--- src/sv/qsbs_pkg.sv ---
// shared constants and types of the quicksort buffer sorter
package qsbs_pkg;

   localparam int MAX_ITEMS = 64;
   localparam int IDX_W     = $clog2(MAX_ITEMS);
   localparam int CNT_W     = IDX_W + 1;
   localparam int DATA_W    = 32;

   localparam logic [DATA_W-1:0] SIGN_FLIP = {1'b1, {(DATA_W-1){1'b0}}};

   // one pending sub-range of the sort
   typedef struct packed {
      logic [IDX_W-1:0] lo;
      logic [IDX_W-1:0] hi;
   } range_type;

   localparam int RANGE_W = $bits(range_type);

endpackage

--- src/sv/qsbs_ram.sv ---
// generic single-port-write, single-port-read ram with registered read data
module qsbs_ram #(
   parameter int WIDTH = 32,
   parameter int DEPTH = 64
) (
   input  logic                     clock,
   input  logic                     wr_en,
   input  logic [$clog2(DEPTH)-1:0] wr_addr,
   input  logic [WIDTH-1:0]         wr_data,
   input  logic [$clog2(DEPTH)-1:0] rd_addr,
   output logic [WIDTH-1:0]         rd_data
);

   logic [WIDTH-1:0] mem [DEPTH];
   logic [WIDTH-1:0] rd_data_ff;

   always_ff @(posedge clock) begin
      if (wr_en) begin
         mem[wr_addr] <= wr_data;
      end
   end

   always_ff @(posedge clock) begin
      rd_data_ff <= mem[rd_addr];
   end

   assign rd_data = rd_data_ff;

endmodule

--- src/sv/quicksort_buffer_sorter.sv ---
// top level: load, in-place quicksort and read-out of a buffered set of values
//
// each request (start high while busy is low) carries one signed 32-bit value;
// it is written into a 64-entry element ram, and values beyond 64 are dropped
// and flag the set as overflowed. a request with req_last set closes the set:
// busy rises and the stored values are sorted in place by quicksort with
// last-element (lomuto) partitioning, pending sub-ranges held in a second ram
// used as a stack. the element ram has one read and one write port with
// registered read data. the sorted values then leave one per cycle on the
// rsp_ ports, each marked by rsp_strobe for exactly one cycle, and the
// receiver cannot hold them off. the last one carries rsp_last_res and every
// one of the set carries rsp_overflow if anything was dropped. busy falls in
// the cycle in which the final result is shown, so the next set may start
// loading at once.
module quicksort_buffer_sorter (
   input  logic                             clock,
   input  logic                             reset,
   input  logic                             start,
   output logic                             busy,
   input  logic signed [qsbs_pkg::DATA_W-1:0] req_value,
   input  logic                             req_last,
   output logic                             rsp_strobe,
   output logic signed [qsbs_pkg::DATA_W-1:0] rsp_value_res,
   output logic                             rsp_last_res,
   output logic                             rsp_overflow
);

   import qsbs_pkg::*;

   // sequencer states, one-hot
   typedef enum logic [12:0] {
      ST_IDLE     = 13'h0001,
      ST_INIT     = 13'h0002,
      ST_POP      = 13'h0004,
      ST_POP_WAIT = 13'h0008,
      ST_PIV_WAIT = 13'h0010,
      ST_SCAN     = 13'h0020,
      ST_SWAP_A   = 13'h0040,
      ST_SWAP_B   = 13'h0080,
      ST_FIN_A    = 13'h0100,
      ST_FIN_B    = 13'h0200,
      ST_PUSH_L   = 13'h0400,
      ST_PUSH_R   = 13'h0800,
      ST_EMIT     = 13'h1000
   } state_type;

   state_type         state_ff, state_in;
   logic [CNT_W-1:0]  count_ff, count_in;
   logic              dropped_ff, dropped_in;
   logic [CNT_W-1:0]  sp_ff, sp_in;
   logic [IDX_W-1:0]  lo_ff, lo_in;
   logic [IDX_W-1:0]  hi_ff, hi_in;
   logic [IDX_W-1:0]  i_ff, i_in;
   logic [IDX_W-1:0]  j_ff, j_in;
   logic [DATA_W-1:0] pivot_ff, pivot_in;
   logic [DATA_W-1:0] vj_ff, vj_in;
   logic [CNT_W-1:0]  k_ff, k_in;
   logic              strobe_ff, strobe_in;
   logic              last_ff, last_in;
   logic              ovf_ff, ovf_in;

   // element ram port
   logic              e_we;
   logic [IDX_W-1:0]  e_waddr;
   logic [DATA_W-1:0] e_wdata;
   logic [IDX_W-1:0]  e_raddr;
   logic [DATA_W-1:0] e_rdata;

   // range stack port
   logic              s_we;
   logic [IDX_W-1:0]  s_waddr;
   range_type         s_wdata;
   logic [IDX_W-1:0]  s_raddr;
   logic [RANGE_W-1:0] s_rdata_raw;
   range_type         s_rdata;

   // partition scan helpers
   logic              less;
   logic [IDX_W-1:0]  i_adv;
   logic [IDX_W-1:0]  j_next;
   logic [CNT_W-1:0]  count_next;

   qsbs_ram #(.WIDTH(DATA_W), .DEPTH(MAX_ITEMS)) u_elem_ram (
      .clock   (clock),
      .wr_en   (e_we),
      .wr_addr (e_waddr),
      .wr_data (e_wdata),
      .rd_addr (e_raddr),
      .rd_data (e_rdata)
   );

   qsbs_ram #(.WIDTH(RANGE_W), .DEPTH(MAX_ITEMS)) u_stack_ram (
      .clock   (clock),
      .wr_en   (s_we),
      .wr_addr (s_waddr),
      .wr_data (s_wdata),
      .rd_addr (s_raddr),
      .rd_data (s_rdata_raw)
   );

   assign s_rdata = range_type'(s_rdata_raw);

   // values live in the ram with the sign bit flipped: unsigned order is signed order
   assign less   = (e_rdata < pivot_ff);
   assign j_next = j_ff + 1'b1;
   assign count_next = count_ff + 1'b1;

   always_comb begin
      state_in   = state_ff;
      count_in   = count_ff;
      dropped_in = dropped_ff;
      sp_in      = sp_ff;
      lo_in      = lo_ff;
      hi_in      = hi_ff;
      i_in       = i_ff;
      j_in       = j_ff;
      pivot_in   = pivot_ff;
      vj_in      = vj_ff;
      k_in       = k_ff;
      strobe_in  = 1'b0;
      last_in    = last_ff;
      ovf_in     = ovf_ff;

      e_we    = 1'b0;
      e_waddr = i_ff;
      e_wdata = pivot_ff;
      e_raddr = j_ff;
      s_we    = 1'b0;
      s_waddr = sp_ff[IDX_W-1:0];
      s_wdata = '{lo: lo_ff, hi: hi_ff};
      s_raddr = sp_ff[IDX_W-1:0];
      i_adv   = i_ff;

      unique case (state_ff)
         ST_IDLE: begin
            if (start) begin
               if (count_ff < CNT_W'(MAX_ITEMS)) begin
                  e_we     = 1'b1;
                  e_waddr  = count_ff[IDX_W-1:0];
                  e_wdata  = req_value ^ SIGN_FLIP;
                  count_in = count_next;
               end else begin
                  dropped_in = 1'b1;
               end
               if (req_last) begin
                  state_in = ST_INIT;
               end
            end
         end

         ST_INIT: begin
            k_in = '0;
            if (count_ff < CNT_W'(2)) begin
               state_in = ST_EMIT;
            end else begin
               s_we     = 1'b1;
               s_waddr  = '0;
               s_wdata  = '{lo: '0, hi: IDX_W'(count_ff - 1'b1)};
               sp_in    = CNT_W'(1);
               state_in = ST_POP;
            end
         end

         ST_POP: begin
            if (sp_ff == '0) begin
               k_in     = '0;
               state_in = ST_EMIT;
            end else begin
               sp_in    = sp_ff - 1'b1;
               s_raddr  = IDX_W'(sp_ff - 1'b1);
               state_in = ST_POP_WAIT;
            end
         end

         ST_POP_WAIT: begin
            lo_in   = s_rdata.lo;
            hi_in   = s_rdata.hi;
            e_raddr = s_rdata.hi;
            if (s_rdata.lo >= s_rdata.hi) begin
               state_in = ST_POP;
            end else begin
               state_in = ST_PIV_WAIT;
            end
         end

         ST_PIV_WAIT: begin
            pivot_in = e_rdata;
            i_in     = lo_ff;
            j_in     = lo_ff;
            e_raddr  = lo_ff;
            state_in = ST_SCAN;
         end

         ST_SCAN: begin
            if (less && (i_ff != j_ff)) begin
               vj_in    = e_rdata;
               e_raddr  = i_ff;
               state_in = ST_SWAP_A;
            end else begin
               i_adv = less ? i_ff + 1'b1 : i_ff;
               i_in  = i_adv;
               j_in  = j_next;
               if (j_next == hi_ff) begin
                  e_raddr  = i_adv;
                  state_in = ST_FIN_A;
               end else begin
                  e_raddr  = j_next;
                  state_in = ST_SCAN;
               end
            end
         end

         ST_SWAP_A: begin
            // old store[i] goes to slot j
            e_we     = 1'b1;
            e_waddr  = j_ff;
            e_wdata  = e_rdata;
            state_in = ST_SWAP_B;
         end

         ST_SWAP_B: begin
            e_we    = 1'b1;
            e_waddr = i_ff;
            e_wdata = vj_ff;
            i_adv   = i_ff + 1'b1;
            i_in    = i_adv;
            j_in    = j_next;
            if (j_next == hi_ff) begin
               e_raddr  = i_adv;
               state_in = ST_FIN_A;
            end else begin
               e_raddr  = j_next;
               state_in = ST_SCAN;
            end
         end

         ST_FIN_A: begin
            e_we     = 1'b1;
            e_waddr  = hi_ff;
            e_wdata  = e_rdata;
            state_in = ST_FIN_B;
         end

         ST_FIN_B: begin
            // pivot lands at its final place
            e_we     = 1'b1;
            e_waddr  = i_ff;
            e_wdata  = pivot_ff;
            state_in = ST_PUSH_L;
         end

         ST_PUSH_L: begin
            if (({1'b0, i_ff} > ({1'b0, lo_ff} + 1'b1)) && (sp_ff < CNT_W'(MAX_ITEMS))) begin
               s_we    = 1'b1;
               s_waddr = sp_ff[IDX_W-1:0];
               s_wdata = '{lo: lo_ff, hi: i_ff - 1'b1};
               sp_in   = sp_ff + 1'b1;
            end
            state_in = ST_PUSH_R;
         end

         ST_PUSH_R: begin
            if ((({1'b0, i_ff} + 1'b1) < {1'b0, hi_ff}) && (sp_ff < CNT_W'(MAX_ITEMS))) begin
               s_we    = 1'b1;
               s_waddr = sp_ff[IDX_W-1:0];
               s_wdata = '{lo: i_ff + 1'b1, hi: hi_ff};
               sp_in   = sp_ff + 1'b1;
            end
            state_in = ST_POP;
         end

         ST_EMIT: begin
            e_raddr   = k_ff[IDX_W-1:0];
            strobe_in = 1'b1;
            last_in   = ((k_ff + 1'b1) == count_ff);
            ovf_in    = dropped_ff;
            k_in      = k_ff + 1'b1;
            if ((k_ff + 1'b1) == count_ff) begin
               count_in   = '0;
               dropped_in = 1'b0;
               sp_in      = '0;
               state_in   = ST_IDLE;
            end
         end

         default: begin
            state_in = ST_IDLE;
         end
      endcase
   end

   always_ff @(posedge clock) begin
      if (reset) begin
         state_ff   <= ST_IDLE;
         count_ff   <= '0;
         dropped_ff <= 1'b0;
         sp_ff      <= '0;
         strobe_ff  <= 1'b0;
      end else begin
         state_ff   <= state_in;
         count_ff   <= count_in;
         dropped_ff <= dropped_in;
         sp_ff      <= sp_in;
         strobe_ff  <= strobe_in;
      end
   end

   // working registers, no reset needed
   always_ff @(posedge clock) begin
      lo_ff    <= lo_in;
      hi_ff    <= hi_in;
      i_ff     <= i_in;
      j_ff     <= j_in;
      pivot_ff <= pivot_in;
      vj_ff    <= vj_in;
      k_ff     <= k_in;
      last_ff  <= last_in;
      ovf_ff   <= ovf_in;
   end

   assign busy          = (state_ff != ST_IDLE);
   assign rsp_strobe    = strobe_ff;
   assign rsp_value_res = $signed(e_rdata ^ SIGN_FLIP);
   assign rsp_last_res  = last_ff;
   assign rsp_overflow  = ovf_ff;

endmodule

--- config.mk ---
export PLATFORM = sky130hd
export DESIGN_NAME = quicksort_buffer_sorter
export DESIGN_NICKNAME = d
export VERILOG_FILES = /design/src/sv/qsbs_pkg.sv /design/src/sv/qsbs_ram.sv /design/src/sv/quicksort_buffer_sorter.sv
export SDC_FILE = /design/constraint.sdc
export NUM_CORES = 2
export LEC_CHECK = 0
export BUFFER_PORTS_ARGS = -buffer_cell sky130_fd_sc_hd__buf_2
export CORE_UTILIZATION = 29
export DETAILED_ROUTE_END_ITERATION = 8
export HOLD_SLACK_MARGIN = 0.06
export SLEW_MARGIN = 30
export SYNTH_ARGS = -nofsm -noshare
export SYNTH_HDL_FRONTEND = slang
export SYNTH_SLANG_ARGS = --single-unit
--- constraint.sdc ---
create_clock -name clock -period 5.09 [get_ports clock]
set_input_delay 0.509 -clock clock [delete_from_list [all_inputs] [get_ports clock]]
set_output_delay 0.509 -clock clock [all_outputs]
set_load 0.005 [all_outputs]
==> flow_summary.json <==
{
  "status": "finished, final reports clean",
  "min_period_over_period_pct": 97.73,
  "maxCapViolCount": 0,
  "antenna_found_initial": 4,
  "critical_path.max_fanout": 43,
  "final_area_um2": 142900,
  "worst_r2r_endpoint": "u_elem_ram.rd_data[29]",
  "period_minus_slack_ns": 4.975,
  "pin_count": 72,
  "whs_path_depth": 3,
  "hp-start": "req_last",
  "ys_types": 92,
  "cp-start-kind": "register",
  "grt-ovfl-total": 0,
  "fin_ws_ns": 0.1155,
  "drt-total-wl_um": 342700,
  "rr_startpoint": "u_elem_ram.rd_data[27]",
  "dp_cells": 14090,
  "layout_common_cells": "edfxtp_1 (2913), nand2_1 (1726), mux2i_1 (1086)",
  "final_common_cell": "edfxtp_1",
  "yosys_warnings": 0,
  "synthCells": 8418,
  "start_util_pct": 29.17,
  "power.total_mw": 50.54,
  "grt_max_degree": 76,
  "min_to": "state_ff[11]",
  "postSynth.asyncResetShare_pct": 0,
  "utilization_pct": 34.25,
  "grt_use_total_pct": 15.56,
  "clk_pin_slew_ns": 0.06,
  "routabilityCongestion": 0.8918,
  "htree_levels": 5,
  "clock_sinks": 2986,
  "numCtsBuffers": 291,
  "drt_iter0_markers": 8636,
  "nNetsFinal": 8984,
  "fmax_mhz": 201.0,
  "cts_tree": "yes",
  "synth_seq_cells": 2986,
  "finClkSkew_ns": 0.08366,
  "clock_latency_ns": 0.87,
  "grt_pass1_vias": 71780,
  "cp.required_ns": 5.81,
  "final_hold_viol_count": 0,
  "place_area_um2": 133800,
  "io_buffers": 71,
  "die_y_um": 649.8,
  "vias_per_cell": 5.087,
  "final_cells": 14600,
  "crit_type": "register to register",
  "finalSetupViolations": 0,
  "final_layout_size_suffix_gt1_share_pct": 14.37,
  "hp-class": "input pin to register",
  "rows": 237,
  "grt_pass1_wl_um": 494600,
  "tightest_slew_ns": 0.9597,
  "clockBufferDepth": 4,
  "syn_nets": 8511,
  "leakagePower_nw": 50.47,
  "place_hpwl_um": 208400,
  "synth_edf_count": 2913,
  "slew_headroom_pct": 35.79,
  "drc": 0,
  "ant_nets": 0,
  "worstSetupStartpoint": "u_elem_ram.rd_data[27]",
  "root_buffer": "clkbuf_16",
  "synthFlopType": "edfxtp_1",
  "core_area_um2": 417200,
  "synth_area_um2": 121700,
  "synth_area_per_cell_um2": 14.46,
  "end_kind": "register",
  "drv_slew": 0,
  "rsz0062_at_grt": "false",
  "r2r_cells": 16,
  "firstDrtPassIters": 8,
  "syn_to_final_growth_pct": 17.42,
  "dieArea_um2": 422200,
  "ff2ff_setup_slack_ns": 0.12,
  "dp_slack_ns": -0.3202,
  "crit_arrival_ns": 5.69,
  "peakVddDrop_v": 0.0003103,
  "power.density_nw_per_um2": 353.7,
  "die_w_um": 649.8,
  "wire_per_inst_um": 23.48,
  "antenna_cells": 0,
  "seq_area_frac_synth_pct": 73.08,
  "num_vias": 74240
}
==> sequential cells by signal (all words and copies together), names as in the netlist, 7 cells and up <==
register and flops:
u_stack_ram.mem 768, pivot_ff 32, state_ff 13, count_ff 7, k_ff 7, u_stack_ram.rd_data 12, u_elem_ram.rd_data 32, u_elem_ram.mem 2048
sp_ff 7, vj_ff 32
==> through the flow <==
step | hold WS [ns] | TNS [ns]
2_1_floorplan | 0.4082 | 0
3_3_place_gp | 0.4238 | -0.7452
3_5_place_dp | 0.4189 | -1.015
4_1_cts | 0.08758 | 0
5_1_grt | 0.2121 | 0
6_report | 0.1613 | 0
==> cells in the mapped netlist (59+ instances only) <==
cell type | n | area share [%]
dfxtp_1 | 73 | 1.2
nand3_1 | 525 | 2.2
o2111ai_1 | 120 | 0.86
and3_1 | 138 | 0.71
a21oi_1 | 301 | 1.2
edfxtp_1 | 2913 | 72
nand2_1 | 1763 | 5.4
buf_2 | 214 | 0.88
clkbuf_1 | 226 | 0.70
mux2i_1 | 1086 | 8.9
nor4_1 | 69 | 0.35
nor3_1 | 59 | 0.24
nor2_1 | 204 | 0.63
==> kinds of logic (layout without fill, tap and decap cells) <==
group                    after synthesis  count (layout)  synth area share, %
XOR/XNOR                              51              51               0.3784
AND/OR/NAND/NOR                     2889            2889                10.37
AO/OA/AOI/OAI                        757             757                4.400
multiplexers                        1087            1087                8.942
buffers and inverters                591            1271                2.240
flip-flops                          2986            2986                73.08
adder cells (fa/ha/maj)               57              57               0.5860
==> power by group <==
group          internal (mW)  leakage [nW]  switching (mW)
clock network           11.8          4.39            9.02
logic                  0.363          19.2            1.59
registers               27.7          26.9          0.0680
total                   39.9          50.5            10.7
==> layout make-up <==
| type | instances | area (µm²) |
|---|---|---|
| Timing Repair Buffer | 713 | 6994 |
| Sequential cell | 2986 | 88950 |
| Clock buffer | 373 | 7900 |
| Clock inverter | 127 | 1054 |
| Inverter | 58 | 217.7 |
| Tap cell | 5497 | 6878 |
| Multi-Input combinational cell | 4841 | 30910 |
| Fill cell | 39410 | 274300 |
==> timing repair <==
item	CTS	global route
pin swaps	0	2
hold endpoints to repair	4	0
setup buffers	0	3
hold buffers	4	0
gates resized for setup	6	11
setup endpoints to repair	9	11
==> worst max-delay path: stages (launching register included) <==
cell and delay [ns]:
dfxtp_2 0.43, ha_1 0.38, nand4_1 0.15, nor4_2 0.39
nand4_1 0.25, a41o_2 0.41, nand4_1 0.16, o21ba_2 0.20
and3_4 0.40, buf_4 0.18, buf_12 0.23, buf_4 0.21
nand2_1 0.05, and3_1 0.17, a31oi_1 0.23, o2111ai_1 0.33
a221oi_2 0.57
==> layer usage <==
layer	vias to the layer above	global-route usage (%)	share of wire, %
met2	3266	25.31	47
met4	0	5.165	3.6
li1	32590	-	-
met5	-	0	0
met3	566	2.028	7.4
met1	37810	21.47	42
==> how the worst max path moves through the flow <==
| stage | end | cells past startpoint |
|---|---|---|
| floorplan | u_elem_ram.rd_data[14] | 18 |
| CTS | u_elem_ram.rd_data[22] | 16 |
| global placement | u_elem_ram.rd_data[22] | 16 |
| global route | u_elem_ram.rd_data[22] | 19 |
| finish | u_elem_ram.rd_data[29] | 16 |
| detailed placement | u_elem_ram.rd_data[22] | 16 |
Note: power is estimated with default switching activity, not from simulation.
